===== config.mk =====
export PLATFORM = sky130hd
export DESIGN_NAME = fdl_out_buf
export DESIGN_NICKNAME = d
export VERILOG_FILES = /design/src/hdl/fdl_pkg.sv /design/src/hdl/fdl_out_buf.sv
export VERILOG_INCLUDE_DIRS = /design/src /design/src/hdl
export SDC_FILE = /design/constraint.sdc
export NUM_CORES = 1
export LEC_CHECK = 0
export ABC_AREA = 1
export BUFFER_PORTS_ARGS = -buffer_cell sky130_fd_sc_hd__buf_2
export CAP_MARGIN = 15
export CELL_PAD_IN_SITES_DETAIL_PLACEMENT = 1
export CELL_PAD_IN_SITES_GLOBAL_PLACEMENT = 2
export CORE_MARGIN = 1
export CORE_UTILIZATION = 39
export DETAILED_ROUTE_END_ITERATION = 8
export HOLD_SLACK_MARGIN = 0.02
export PLACE_DENSITY = 0.81
export SYNTH_ARGS = -nofsm -noshare
export SYNTH_HDL_FRONTEND = slang
export SYNTH_SLANG_ARGS = --single-unit

===== constraint.sdc =====
create_clock -name aclk -period 1.89 [get_ports aclk]
set_input_delay 0 -clock aclk [delete_from_list [all_inputs] [get_ports aclk]]
set_output_delay 0 -clock aclk [all_outputs]
set_load 0.005 [all_outputs]

===== src/hdl/assert_macros.svh =====
// Assertion macros shared by the delay line RTL.
// FDL_ASSERT is disabled while reset is asserted; FDL_ASSERT_NORST checks at every edge.
`ifndef ASSERT_MACROS_SVH
`define ASSERT_MACROS_SVH
`ifndef NO_ASSERTIONS
`define FDL_ASSERT(label, clk, rstn, prop, msg) \
    label: assert property (@(posedge clk) disable iff (!rstn) prop) else $error(msg);
`define FDL_ASSERT_NORST(label, clk, prop, msg) \
    label: assert property (@(posedge clk) prop) else $error(msg);
`else
`define FDL_ASSERT(label, clk, rstn, prop, msg)
`define FDL_ASSERT_NORST(label, clk, prop, msg)
`endif
`endif


===== src/hdl/fdl_pkg.sv =====
package fdl_pkg;

    // Field and register widths.
    localparam int SAMPLE_W   = 16;
    localparam int LAG_W      = 12;
    localparam int FRAC_W     = 16;
    localparam int CFG_IDX_W  = 2;
    localparam int CFG_DATA_W = 16;
    localparam int LAG_MAX    = (1 << LAG_W) - 1;

    // Configuration register indexes.
    localparam logic [CFG_IDX_W-1:0] CFG_DELAY_LAG   = 2'd0;
    localparam logic [CFG_IDX_W-1:0] CFG_FRAC        = 2'd1;
    localparam logic [CFG_IDX_W-1:0] CFG_INTERPOLATE = 2'd2;

    // Register reset values.
    localparam logic [LAG_W-1:0]  LAG_RESET    = 12'd1;
    localparam logic [FRAC_W-1:0] FRAC_RESET   = 16'd58982;
    localparam logic              INTERP_RESET = 1'b1;

    // Tap codes, in read order.
    localparam int TAP_W = 2;
    localparam logic [TAP_W-1:0] TAP_YM1 = 2'd0;
    localparam logic [TAP_W-1:0] TAP_Y0  = 2'd1;
    localparam logic [TAP_W-1:0] TAP_Y1  = 2'd2;
    localparam logic [TAP_W-1:0] TAP_Y2  = 2'd3;

    // Arithmetic widths of the cubic datapath.
    localparam int COEF_W = SAMPLE_W + 3;
    localparam int PROD_W = COEF_W + FRAC_W + 1;
    localparam int ACC_W  = 40;

    localparam logic signed [SAMPLE_W-1:0] SAMPLE_MAX = 16'sh7FFF;
    localparam logic signed [SAMPLE_W-1:0] SAMPLE_MIN = 16'sh8000;

    // Result buffer.
    localparam int OUT_DEPTH = 4;
    localparam int OUT_PTR_W = 2;
    localparam int OUT_CNT_W = 3;

    // One tap read as it returns from the line memory.
    typedef struct packed {
        logic                valid;
        logic [TAP_W-1:0]    tap;
        logic                fwd;
        logic [SAMPLE_W-1:0] fwd_sample;
    } tap_beat_t;

endpackage


===== src/hdl/fdl_out_buf.sv =====
`include "assert_macros.svh"

module fdl_out_buf import fdl_pkg::*; (
    input  logic                aclk,
    input  logic                aresetn,
    input  logic                wr_valid,
    input  logic [SAMPLE_W-1:0] wr_data,
    output logic                m_tvalid,
    input  logic                m_tready,
    output logic [SAMPLE_W-1:0] m_tdata
);

    logic [SAMPLE_W-1:0]  buf_mem [OUT_DEPTH];
    logic [OUT_PTR_W-1:0] wr_ptr_reg, rd_ptr_reg;
    logic [OUT_CNT_W-1:0] count_reg, count_next;
    logic                 pop;

    assign pop = m_tvalid && m_tready;

    always_comb begin
        count_next = count_reg;
        if (wr_valid && !pop) begin
            count_next = count_reg + 1'b1;
        end else if (!wr_valid && pop) begin
            count_next = count_reg - 1'b1;
        end
    end

    // Result storage; the upstream credit count keeps it from overflowing.
    always_ff @(posedge aclk) begin
        if (wr_valid) begin
            buf_mem[wr_ptr_reg] <= wr_data;
        end
    end

    always_ff @(posedge aclk) begin
        if (!aresetn) begin
            wr_ptr_reg <= '0;
            rd_ptr_reg <= '0;
            count_reg  <= '0;
        end else begin
            if (wr_valid) begin
                wr_ptr_reg <= wr_ptr_reg + 1'b1;
            end
            if (pop) begin
                rd_ptr_reg <= rd_ptr_reg + 1'b1;
            end
            count_reg <= count_next;
        end
    end

    assign m_tvalid = (count_reg != '0);
    assign m_tdata  = buf_mem[rd_ptr_reg];

    `FDL_ASSERT(a_no_overflow, aclk, aresetn, wr_valid |-> (count_reg != OUT_CNT_W'(OUT_DEPTH)), "result buffer overflow")

endmodule


# Word-level counts from Yosys, hierarchy flattened
# Memory sizes are Yosys's and may differ from the RTL's. A register that Yosys moved wholly into a read port is not among the register bits.
# Index checks and enable logic that the tools add are counted.
# totals
register_bits	7
ram_bits	64
in_bits	20
output_inout_bits	17
word_cells	21
mem_count	1
# op_classes
addsub	4
muxes	6
n_reduce_logical	7
# memory_table
name	words	word_bits	read_ports	rd_ports_with_merged_regs	wr	line	source
buf_mem	4	16	1	1	1	fdl_out_buf.sv:13	logic [SAMPLE_W-1:0] buf_mem [OUT_DEPTH];
# op_table
op	n
3-bit 2-to-1 mux	2
2-bit by 1-bit adder with 2-bit output, second input constant	2
2-bit 2-to-1 mux	2
3-bit by 1-bit adder with 3-bit output, second input constant	1
1-bit logical AND	3
3-bit nonzero test	1
3-bit by 1-bit subtractor with 3-bit output, second input constant	1
1-bit logical NOT	2
1-bit 2-to-1 mux	2
2-bit nonzero test	1

# Depth between registers and ports, before layout
# Gate-level depths: netlist of run 1.
# depth
depth_word	5
ltp_mapped	12

# Least setup slack after synthesis of run 1
# No wires, ideal clock.
# synth_path
kind	register to register
start	register count_reg[1]
end	register count_reg[2]
arrival_ps	1483
path_slack_ps	295
stages_incl_launch_ff	13
n_path_buf	0
cell_sequence	dfxtp_1 > nor2_1 > nand2_1 > nand2_1 > ha_1 > inv_1 > fa_1 > inv_1 > nand2_1 > nand3_1 > nand2_1 > nand2_1 > nor2_1
# synth_between
elab_chain_len	5
# synth_rtl
item	line	source
start: declaration	fdl_out_buf.sv:15	logic [OUT_CNT_W-1:0] count_reg, count_next;
start signal: assignment	fdl_out_buf.sv:48	count_reg <= count_next;
3-bit nonzero test *	fdl_out_buf.sv:52	assign m_tvalid = (count_reg != '0);
via m_tvalid	fdl_out_buf.sv:8	output logic m_tvalid,
1-bit logical AND *	fdl_out_buf.sv:18	assign pop = m_tvalid && m_tready;
1-bit logical NOT	fdl_out_buf.sv:22	if (wr_valid && !pop) begin
1-bit logical AND	fdl_out_buf.sv:22	
3-bit 2-to-1 mux / 2-bit nonzero test (equally long branches)	-	
# Mark *: on every way through the listed nets, which the timed path passes. The rest lies on a longest branch. The select of a mux whose other input is x is not followed.
# A chain may end at the register's enable or synchronous reset.

# Worst setup path after layout of run 1
# layout_path
start	register count_reg[1]
end	register count_reg[2]
# layout_between
elab_chain_len	5
# layout_rtl
item
branches (longest 5 deep; another with 3-bit by 1-bit subtractor with 3-bit output)
# Several ways; the timed one is not identified. The select of a mux whose other input is x is not followed.

==> results of run 1 <==
## layout make-up
| class | count | share of cell area |
|---|---|---|
| multi-input combinational | 119 | 0.175 |
| tap | 96 | 0.0344 |
| inverter | 16 | 0.0172 |
| timing repair buffer | 65 | 0.128 |
| sequential | 73 | 0.602 |
| clock buffer | 11 | 0.0376 |
| clock inverter | 4 | 0.00609 |
## worst max-delay path, stage by stage, from the launching register on
cell,delay (ns)
sky130_fd_sc_hd__dfxtp_1,0.34
sky130_fd_sc_hd__nor2_1,0.14
sky130_fd_sc_hd__nand2_2,0.09
sky130_fd_sc_hd__nand2_2,0.08
sky130_fd_sc_hd__ha_1,0.17
sky130_fd_sc_hd__inv_1,0.07
sky130_fd_sc_hd__fa_1,0.38
sky130_fd_sc_hd__inv_1,0.07
sky130_fd_sc_hd__nand2_1,0.05
sky130_fd_sc_hd__nand3_1,0.08
sky130_fd_sc_hd__nand2_1,0.05
sky130_fd_sc_hd__nand2_1,0.05
sky130_fd_sc_hd__nor2_1,0.04
## through the flow
| step | setup slack (ns) | hold WS (ns) | util |
|---|---|---|---|
| 4_1_cts | 0.115 | 0.390 | 0.507 |
| 5_1_grt | -0.0103 | 0.403 | 0.508 |
| 3_3_place_gp | 0.202 | 0.213 | 0.458 |
| 2_1_floorplan | 0.295 | 0.0989 | - |
| 3_5_place_dp | 0.133 | 0.221 | 0.458 |
| 6_report | 0.163 | 0.405 | 0.508 |
## synthesized netlist by cell type
cell type                   n
sky130_fd_sc_hd__edfxtp_1  64
sky130_fd_sc_hd__nor2_1    38
sky130_fd_sc_hd__o21ai_1   28
sky130_fd_sc_hd__o22ai_1   16
sky130_fd_sc_hd__nand2_1   15
sky130_fd_sc_hd__inv_1     14
sky130_fd_sc_hd__dfxtp_1    9
sky130_fd_sc_hd__o21ai_0    7
sky130_fd_sc_hd__buf_2      6
sky130_fd_sc_hd__a21oi_1    5
sky130_fd_sc_hd__ha_1       5
sky130_fd_sc_hd__nand3_1    3
sky130_fd_sc_hd__buf_4      2
sky130_fd_sc_hd__inv_2      2
sky130_fd_sc_hd__fa_1       1
sky130_fd_sc_hd__xor2_1     1
## cell families (layout without fill, tap and decap cells)
| kind of cell | after synthesis | in the layout | share of synthesized area |
|---|---|---|---|
| DFF | 73 | 73 | 0.747 |
| AOI/OAI and AO/OA | 56 | 56 | 0.107 |
| adders and majority gates | 6 | 6 | 0.0294 |
| buffers and inverters | 24 | 96 | 0.0374 |
| and+or+nand+nor | 56 | 56 | 0.0761 |
| xor gates and xnor gates | 1 | 1 | 0.00311 |
## layer usage
metal	GRT usage	vias up
met3	0.0512	8
li1	-	909
met4	0.0697	0
met5	0	-
met2	0.304	27
met1	0.222	879
## power by group through the flow
stage | sequential, mW | clock [mW] | combinational, mW
after floorplan | 1.96 | 0 | 0.579
after global placement | 1.97 | 0 | 0.886
after detailed placement | 1.98 | 0 | 0.922
after CTS | 1.94 | 1.02 | 0.956
after global routing | 1.96 | 1.10 | 1.09
final | 1.94 | 1.00 | 0.947
## path summary, 6_finish.rpt
check	startpoint	to	slack [ns]
setup reg to reg	count_reg[1]$_SDFFE_PN0P_	count_reg[2]$_SDFFE_PN0P_	0.16
setup / recovery	count_reg[1]$_SDFFE_PN0P_	count_reg[2]$_SDFFE_PN0P_	0.16
hold / removal	wr_data[3]	buf_mem[0][3]$_DFFE_PP_	0.40
hold reg to reg	rd_ptr_reg[0]$_SDFFE_PN0P_	rd_ptr_reg[0]$_SDFFE_PN0P_	0.51
## repair_timing
item / in CTS / in global routing
hold buffers: 19 / 0
resized for setup: 0 / 3
setup endpoints to repair: 0 / 2
hold endpoints to repair: 73 / 0
==> impl_results.rst, run 1 <==
.. list-table::
   :header-rows: 1

   * - Metric
     - Value
   * - Result of the run
     - finished clean
   * - TritonCTS clock tree
     - yes
   * - DIE AREA
     - 7560 sq um
   * - Clock Tree Root
     - sky130_fd_sc_hd__clkbuf_8
   * - Floorplan core area
     - 6870 sq um
   * - Post-detailed-placement half-perimeter wirelength
     - 3950 microns
   * - Sort of element at the end of the critical path
     - register
   * - Grt ovf
     - 0
   * - Fraction of layout instances using a drive strength above 1
     - 0.219
   * - Req. time, crit path
     - 2.13 ns
   * - Clock sink count
     - 73
   * - Worst min path class
     - input port to register
   * - Die W
     - 86.9 microns
   * - Flip-flop count of the largest register after layout
     - 64
   * - Part of the total power dissipated in sequential elements
     - 0.499
   * - Clock-pin slew of the registers on the worst-case setup and hold paths
     - 0.07 ns
   * - Top layer reached by signal wires
     - met4
   * - DRC marker count from the first detailed-route iteration
     - 77
   * - Height of the chip
     - 86.9 microns
   * - First-pass DRT Iterations
     - 4
   * - Depth of the worst hold-timing path
     - 2
   * - Final Critical Period
     - 1.73 ns
   * - Maximum net fanout on the critical path
     - 4
   * - Clock insertion delay at the later pin of the skew report
     - 0.34 ns
   * - Number of buffers inserted during clock tree synthesis
     - 9
   * - Critical path class
     - register to register
   * - Worst slew margin
     - 0.613
   * - Cell area after placement
     - 3140 sq um
   * - Least-Margin Pin Slew
     - 0.580 ns
   * - Combinational power share
     - 0.243
   * - Switching pwr
     - 1.17 mW
   * - Combined area of all synthesized cells
     - 2810 sq um
   * - Initial core utilization
     - 0.409
   * - Fill count
     - 734
   * - GRT Total Usage
     - 0.181
   * - Detailed route wirelength on metal3
     - 195 microns
   * - Total detailed-routing wirelength
     - 5950 microns
   * - Number of max-slew violations in the final report
     - 0
   * - Startpoint type of the worst setup path
     - register
   * - Worst supply voltage drop on vdd
     - 0.423 mV
   * - Post-synth top area cell
     - sky130_fd_sc_hd__edfxtp_1
   * - Pin count of the biggest net entering global routing
     - 33
   * - Sw Ratio
     - 0.302
   * - Number of buffers added on ports
     - 36
   * - Wire length of the first global-routing pass
     - 9800 microns
   * - Antenna violations before repair
     - 0
   * - Number of diodes
     - 0
   * - Routed length on met2
     - 2980 microns
   * - Number of DRC violations after detailed routing
     - 0
   * - Clk_skew
     - 0.00602 ns
   * - Synthesis warning total
     - 0
   * - Fraction of power consumed by the clock network
     - 0.257
   * - Most frequent standard cell in the layout excluding fill and tap cells
     - sky130_fd_sc_hd__edfxtp_1
   * - Setup TNS
     - 0 ns
   * - Post-synthesis net count
     - 242
   * - Vias
     - 1823
   * - Vias in the first global route
     - 1943
   * - Layout Nets
     - 310
   * - Ports
     - 37
   * - Number of nets with antenna violations after detailed routing
     - 0
   * - Hold Violations, Final
     - 0
   * - Growth of design area from synthesis to finish
     - 24.2%
   * - Leakage power of the design
     - 1.32 nW
   * - Final setup vio count
     - 0
   * - Placement row count
     - 30
   * - CTS Buffer Depth
     - 2
   * - Area taken by multi-input logic gates
     - 611 sq um
   * - Max Cap Violations
     - 0
   * - Mean instance size in the synthesized netlist
     - 13.0 sq um
   * - Number of levels the H-tree was split into
     - 3
   * - Power after layout
     - 3.89 mW
   * - Avg WL per Cell
     - 15.5 microns
   * - Number of cells in the design after placement
     - 350
   * - Global placer's final weighted congestion
     - 0.749
   * - Worst endpoint data arrival time
     - 1.96 ns
   * - Sequential-to-total area share from yosys stat
     - 0.747
   * - Register cell area after layout
     - 2100 sq um
   * - DR vias/cell
     - 4.75
   * - Yosys reg bits
     - 73
   * - Cells taking the most area after synthesis
     - sky130_fd_sc_hd__edfxtp_1 68%, sky130_fd_sc_hd__dfxtp_1 6.4%, sky130_fd_sc_hd__nor2_1 5.1%
   * - Met1 WL
     - 2690 microns
   * - Cell area after layout
     - 3490 sq um
   * - Internal power
     - 2.72 mW
   * - P per Cell Area
     - 1110 nW/um^2
   * - Distinct cell type count of the synthesized netlist
     - 16
   * - Number of cells traversed by the worst register-to-register path
     - 12
   * - Area share of the largest cell type after synthesis
     - 0.683
   * - Final cycle utilization of the critical path
     - 0.914
   * - Achievable clock frequency
     - 0.579 GHz
   * - Most frequent cells in the layout
     - 64 x sky130_fd_sc_hd__edfxtp_1, 38 x sky130_fd_sc_hd__nor2_1, 36 x sky130_fd_sc_hd__buf_2
   * - Post-synthesis cell count
     - 216
   * - Setup Buffers After CTS
     - 0
   * - Finished Layout Cells
     - 384
No activity file was read; power rests on OpenSTA's default activity.
==> inputs of run 2 (changes only) <==
- PLACE_DENSITY: 0.81 -> not set
- PLACE_DENSITY_LB_ADDON: not set -> 0.05
- REMOVE_ABC_BUFFERS: not set -> 1
==> impl_results.rst, run 2 (synthesis results as in run 1) <==
.. list-table::
   :header-rows: 1

   * - Metric
     - Value
   * - Result of the run
     - finished clean
   * - Flip-flop count of the largest register after layout
     - 64 (unchanged)
   * - Fraction of layout instances using a drive strength above 1
     - 0.217 (-0.00197)
   * - Area taken by multi-input logic gates
     - 613 sq um (+0.41%)
   * - Number of nets with antenna violations after detailed routing
     - 0 (unchanged)
   * - Req. time, crit path
     - 2.12 ns (about the same)
   * - Number of buffers added on ports
     - 36 (unchanged)
   * - Final setup vio count
     - 0 (unchanged)
   * - Number of DRC violations after detailed routing
     - 0 (unchanged)
   * - Height of the chip
     - 86.9 microns (unchanged)
   * - Register cell area after layout
     - 2100 sq um (about the same)
   * - Floorplan core area
     - 6870 sq um (unchanged)
   * - Achievable clock frequency
     - 0.595 GHz (+2.8%)
   * - Least-Margin Pin Slew
     - 0.595 ns (+0.0151 ns)
   * - Worst supply voltage drop on vdd
     - 0.560 mV (+32%)
   * - Clock insertion delay at the later pin of the skew report
     - 0.34 ns (about the same)
   * - Worst slew margin
     - 0.603 (-0.0101)
   * - Number of max-slew violations in the final report
     - 0 (unchanged)
   * - Ports
     - 37 (unchanged)
   * - Post-detailed-placement half-perimeter wirelength
     - 3420 microns (-13%)
   * - TritonCTS clock tree
     - yes
   * - Final Critical Period
     - 1.68 ns (-0.0473 ns)
   * - Fraction of the core area covered by cells at the end of the flow
     - 0.507 (-0.00182)
   * - Clock Tree Root
     - sky130_fd_sc_hd__clkbuf_8
   * - RSZ-0062 raised after global routing
     - no
   * - Cell area after placement
     - 3120 sq um (-0.72%)
   * - DR vias/cell
     - 4.81 (+1.3%)
   * - CTS Buffer Depth
     - 2 (unchanged)
   * - Wire length of the first global-routing pass
     - 8730 microns (-11%)
   * - Placement row count
     - 30 (unchanged)
   * - Number of levels the H-tree was split into
     - 3 (unchanged)
   * - Max Cap Violations
     - 0 (unchanged)
   * - Startpoint type of the worst setup path
     - register
   * - Clk_skew
     - 0.00825 ns (+0.00222 ns)
   * - Most frequent cells in the layout
     - 64 x sky130_fd_sc_hd__edfxtp_1, 38 x sky130_fd_sc_hd__nor2_1, 36 x sky130_fd_sc_hd__buf_2
   * - Most frequent standard cell in the layout excluding fill and tap cells
     - sky130_fd_sc_hd__edfxtp_1
   * - Vias in the first global route
     - 1780 (-8.4%)
   * - Hold Violations, Final
     - 0 (unchanged)
   * - Clock sink count
     - 73 (unchanged)
   * - Total detailed-routing wirelength
     - 5570 microns (-6.4%)
   * - Critical path class
     - register to register
   * - Number of diodes
     - 0 (unchanged)
   * - Initial core utilization
     - 0.409 (unchanged)
   * - P per Cell Area
     - 1110 nW/um^2 (about the same)
   * - Antenna violations before repair
     - 0 (unchanged)
   * - DIE AREA
     - 7560 sq um (unchanged)
   * - Number of buffers inserted during clock tree synthesis
     - 9 (unchanged)
   * - Vias
     - 1837 (+0.77%)
   * - Clock-pin slew of the registers on the worst-case setup and hold paths
     - 0.08 ns (about the same)
   * - Leakage power of the design
     - 1.31 nW (-1.0%)
   * - Global placer's final weighted congestion
     - 0.732 (-2.2%)
   * - Growth of design area from synthesis to finish
     - 23.7%
   * - GRT Total Usage
     - 0.163 (-0.0181)
   * - Cell area after layout
     - 3480 sq um (-0.36%)
   * - DRC marker count from the first detailed-route iteration
     - 71 (-7.8%)
   * - Sort of element at the end of the critical path
     - register
   * - Avg WL per Cell
     - 14.6 microns (-5.9%)
   * - Grt ovf
     - 0 (unchanged)
   * - Fill count
     - 729 (-0.68%)
   * - Setup TNS
     - 0 ns (unchanged)
   * - Maximum net fanout on the critical path
     - 4 (unchanged)
   * - First-pass DRT Iterations
     - 3 (-1)
   * - Layout Nets
     - 307 (-0.97%)
   * - Pin count of the biggest net entering global routing
     - 33 (unchanged)
   * - Die W
     - 86.9 microns (unchanged)
   * - Worst min path class
     - input port to register
   * - Worst endpoint data arrival time
     - 1.91 ns (-0.05 ns)
   * - Final cycle utilization of the critical path
     - 0.889 (-0.0250)
run 2: cell count changes in the layout (fill, tap and decap cells not counted):
cell,before,now
sky130_fd_sc_hd__clkbuf_1,2,0
sky130_fd_sc_hd__fa_1,1,0
sky130_fd_sc_hd__dfxtp_1,8,9
sky130_fd_sc_hd__dfxtp_2,1,0
sky130_fd_sc_hd__buf_4,10,7
sky130_fd_sc_hd__clkinv_2,2,3
sky130_fd_sc_hd__fa_2,0,1
sky130_fd_sc_hd__clkinv_1,1,2
sky130_fd_sc_hd__clkinvlp_4,1,2
run 2: layer usage:
layer / global-route usage / routed length [microns] / vias to the layer above / part of all wire
met5: 0 / 0 / - / 0
met4: 0.0818 / 112 / 0 / 0.020
met3: 0.0360 / 160 / 12 / 0.029
met2: 0.256 / 2620 / 30 / 0.47
met1: 0.214 / 2680 / 893 / 0.48
li1: - / - / 902 / -
run 2: timing repair:
item,CTS,global route
hold endpoints to repair,73,0
buffers inserted,0,0
hold buffers,19,0
resized for setup,0,3
setup endpoints to repair,0,1
run 2: through the flow:
stage | total power, mW | cells | hold slack, ns | worst slack (ns)
floorplan | 2.49 | 208 | 0.0989 | 0.295
global placement | 2.87 | 347 | 0.215 | 0.208
detailed placement | 2.89 | 347 | 0.219 | 0.145
CTS | 3.93 | 382 | 0.391 | 0.127
global route | 4.12 | 382 | 0.405 | 0.0363
finish | 3.88 | 382 | 0.408 | 0.211
run 2: cell type report:
type / instances / share of cell area
timing repair buffer: 62 / 0.122
multi-input combinational: 119 / 0.176
sequential: 73 / 0.604
clock inverter: 7 / 0.0108
tap: 96 / 0.0345
inverter: 16 / 0.0173
clock buffer: 9 / 0.0356
run 2: critical path, stage by stage, from the launching register on:
cell	delay (ns)
sky130_fd_sc_hd__dfxtp_1	0.40
sky130_fd_sc_hd__nor2_1	0.07
sky130_fd_sc_hd__nand2_2	0.10
sky130_fd_sc_hd__nand2_2	0.07
sky130_fd_sc_hd__ha_1	0.19
sky130_fd_sc_hd__inv_1	0.09
sky130_fd_sc_hd__fa_2	0.42
sky130_fd_sc_hd__o21ai_0	0.17
sky130_fd_sc_hd__nor2_1	0.05
run 2: where the power goes:
group          total, mW  switching (mW)  internal [mW]
combinational      0.941           0.562          0.379
sequential          1.94          0.0660           1.87
clock              0.999           0.540          0.459
total               3.88            1.17           2.71
run 2: path summary, 6_finish.rpt:
check	slack (ns)	start	depth (start not counted)	end
min	0.41	wr_data[1]	2	buf_mem[3][1]$_DFFE_PP_
max	0.21	count_reg[0]$_SDFFE_PN0P_	8	count_reg[1]$_SDFFE_PN0P_
min reg2reg	0.50	rd_ptr_reg[1]$_SDFFE_PN0P_	2	rd_ptr_reg[1]$_SDFFE_PN0P_
max reg2reg	0.21	count_reg[0]$_SDFFE_PN0P_	8	count_reg[1]$_SDFFE_PN0P_
==> inputs of run 3 (changes only) <==
- MAX_ROUTING_LAYER: not set -> met4
- SLEW_MARGIN: not set -> 20
==> impl_results.rst, run 3 (synthesis results as in run 1) <==
.. list-table::
   :header-rows: 1

   * - Metric
     - Value
   * - Flip-flop count of the largest register after layout
     - 64 (unchanged)
   * - Sort of element at the end of the critical path
     - register
   * - Max Cap Violations
     - 0 (unchanged)
   * - DIE AREA
     - 7560 sq um (unchanged)
   * - Total detailed-routing wirelength
     - 5570 microns (about the same)
   * - Wire length of the first global-routing pass
     - 8730 microns (unchanged)
   * - Startpoint type of the worst setup path
     - register
   * - Clock Tree Root
     - sky130_fd_sc_hd__clkbuf_8
   * - Achievable clock frequency
     - 0.595 GHz (about the same)
   * - Worst supply voltage drop on vdd
     - 0.560 mV (about the same)
   * - Hold Violations, Final
     - 0 (unchanged)
   * - Worst slew margin
     - 0.603 (unchanged)
   * - Post-detailed-placement half-perimeter wirelength
     - 3420 microns (unchanged)
   * - Slowest Stage Delay on Critical Path
     - 0.42 ns (about the same)
   * - Worst min path class
     - input port to register
   * - Number of DRC violations after detailed routing
     - 0 (unchanged)
   * - Clock insertion delay at the later pin of the skew report
     - 0.34 ns (about the same)
   * - Number of levels the H-tree was split into
     - 3 (unchanged)
   * - Clk_skew
     - 0.00823 ns (-0.0000197 ns)
   * - Avg WL per Cell
     - 14.6 microns (about the same)
   * - Number of buffers inserted during clock tree synthesis
     - 9 (unchanged)
   * - Number of max-slew violations in the final report
     - 0 (unchanged)
   * - Clock sink count
     - 73 (unchanged)
   * - TritonCTS clock tree
     - yes
   * - Maximum net fanout on the critical path
     - 4 (unchanged)
   * - Leakage power of the design
     - 1.31 nW (unchanged)
   * - Req. time, crit path
     - 2.12 ns (about the same)
   * - Layout Nets
     - 307 (unchanged)
   * - Pin count of the biggest net entering global routing
     - 33 (unchanged)
   * - Antenna violations before repair
     - 0 (unchanged)
   * - Most frequent cells in the layout
     - 64 x sky130_fd_sc_hd__edfxtp_1, 38 x sky130_fd_sc_hd__nor2_1, 36 x sky130_fd_sc_hd__buf_2
   * - Number of nets with antenna violations after detailed routing
     - 0 (unchanged)
   * - Global placer's final weighted congestion
     - 0.741 (+1.2%)
   * - Slowest stage cell, crit path
     - sky130_fd_sc_hd__fa_2
   * - P per Cell Area
     - 1110 nW/um^2 (about the same)
   * - CTS Buffer Depth
     - 2 (unchanged)
   * - Ports
     - 37 (unchanged)
   * - Floorplan core area
     - 6870 sq um (unchanged)
   * - Final Critical Period
     - 1.68 ns (-0.0000180 ns)
   * - GRT Total Usage
     - 0.168 (+0.00496)
   * - Initial core utilization
     - 0.409 (unchanged)
   * - Clock-pin slew of the registers on the worst-case setup and hold paths
     - 0.08 ns (about the same)
   * - Final setup vio count
     - 0 (unchanged)
   * - Fraction of layout instances using a drive strength above 1
     - 0.217 (unchanged)
   * - Die W
     - 86.9 microns (unchanged)
   * - Final cycle utilization of the critical path
     - 0.889 (about the same)
   * - Placement row count
     - 30 (unchanged)
   * - Result of the run
     - finished clean
   * - Number of buffers added on ports
     - 36 (unchanged)
   * - Critical path class
     - register to register
   * - Post-Route Hold Slack
     - 0.407 ns (-0.000938 ns)
   * - Setup Buffers After CTS
     - 0 (unchanged)
   * - Ordered list of cells on the worst path
     - nor2_1 -> nand2_2 -> nand2_2 -> ha_1 -> inv_1 -> fa_2 -> o21ai_0 -> nor2_1
   * - DR vias/cell
     - 4.81 (+0.11%)
   * - Height of the chip
     - 86.9 microns (unchanged)
   * - RSZ-0062 raised after global routing
     - no
   * - Worst endpoint data arrival time
     - 1.91 ns (about the same)
   * - Growth of design area from synthesis to finish
     - 23.7% (unchanged)
   * - Vias in the first global route
     - 1778 (-0.11%)
   * - Vias
     - 1839 (+0.11%)
   * - Setup TNS
     - 0 ns (unchanged)
   * - Most frequent standard cell in the layout excluding fill and tap cells
     - sky130_fd_sc_hd__edfxtp_1
   * - Least-Margin Pin Slew
     - 0.595 ns (+0.000000238 ns)
   * - First-pass DRT Iterations
     - 3 (unchanged)
   * - Number of diodes
     - 0 (unchanged)
   * - DRC marker count from the first detailed-route iteration
     - 73 (+2.8%)
   * - Grt ovf
     - 0 (unchanged)
run 3: critical path: cells and delay by family (launching register included):
family / cells / cell delay (ns)
AOI/OAI and AO/OA: 1 / 0.17
adders and majority gates: 2 / 0.61
buffers and inverters: 1 / 0.09
DFF: 1 / 0.40
and+or+nand+nor: 4 / 0.29
run 3: area by class of cell:
cell class / count / area [sq um]
Clock inverter: 7 / 37.5
Inverter: 16 / 60.1
Fill cell: 729 / 3390
Multi-Input combinational cell: 119 / 613
Timing Repair Buffer: 62 / 423
Sequential cell: 73 / 2100
Tap cell: 96 / 120
Clock buffer: 9 / 124
run 3: worst paths after layout:
kind,depth (start not counted),slack (ns),start,end
worst max-delay path,8,0.21,count_reg[0]$_SDFFE_PN0P_,count_reg[1]$_SDFFE_PN0P_
worst min-delay path,2,0.41,wr_data[1],buf_mem[3][1]$_DFFE_PP_
worst max register to register,8,0.21,count_reg[0]$_SDFFE_PN0P_,count_reg[1]$_SDFFE_PN0P_
worst min register to register,2,0.50,rd_ptr_reg[1]$_SDFFE_PN0P_,rd_ptr_reg[1]$_SDFFE_PN0P_
run 3: routing by layer:
layer	vias to the layer above	routed length, microns	global-route usage
met5	-	0	-
met4	0	112	0.0818
met3	13	158	0.0351
met2	30	2620	0.256
met1	894	2690	0.214
li1	902	-	-
run 3: through the flow:
stage                     setup WS, ns   util  instances  total power [mW]  instance area (sq um)
after floorplan                  0.295      -        208              2.49                   2770
after global placement           0.208  0.454        347              2.87                   3120
after detailed placement         0.145  0.454        347              2.89                   3120
after CTS                        0.127  0.505        382              3.93                   3470
after global routing            0.0363  0.507        382              4.12                   3480
final                            0.211  0.507        382              3.88                   3480
run 3: report_power, final:
| part | leakage, nW | internal, mW | switching (mW) |
|---|---|---|---|
| clock network | 0.0799 | 0.459 | 0.541 |
| registers | 0.662 | 1.87 | 0.0660 |
| logic | 0.568 | 0.379 | 0.562 |
| total | 1.31 | 2.71 | 1.17 |
run 3: what timing repair did:
action,in CTS,in global routing
gates resized for setup,0,3
hold buffers,19,0
hold endpoints to repair,73,0
endpoints found under the setup margin,0,1
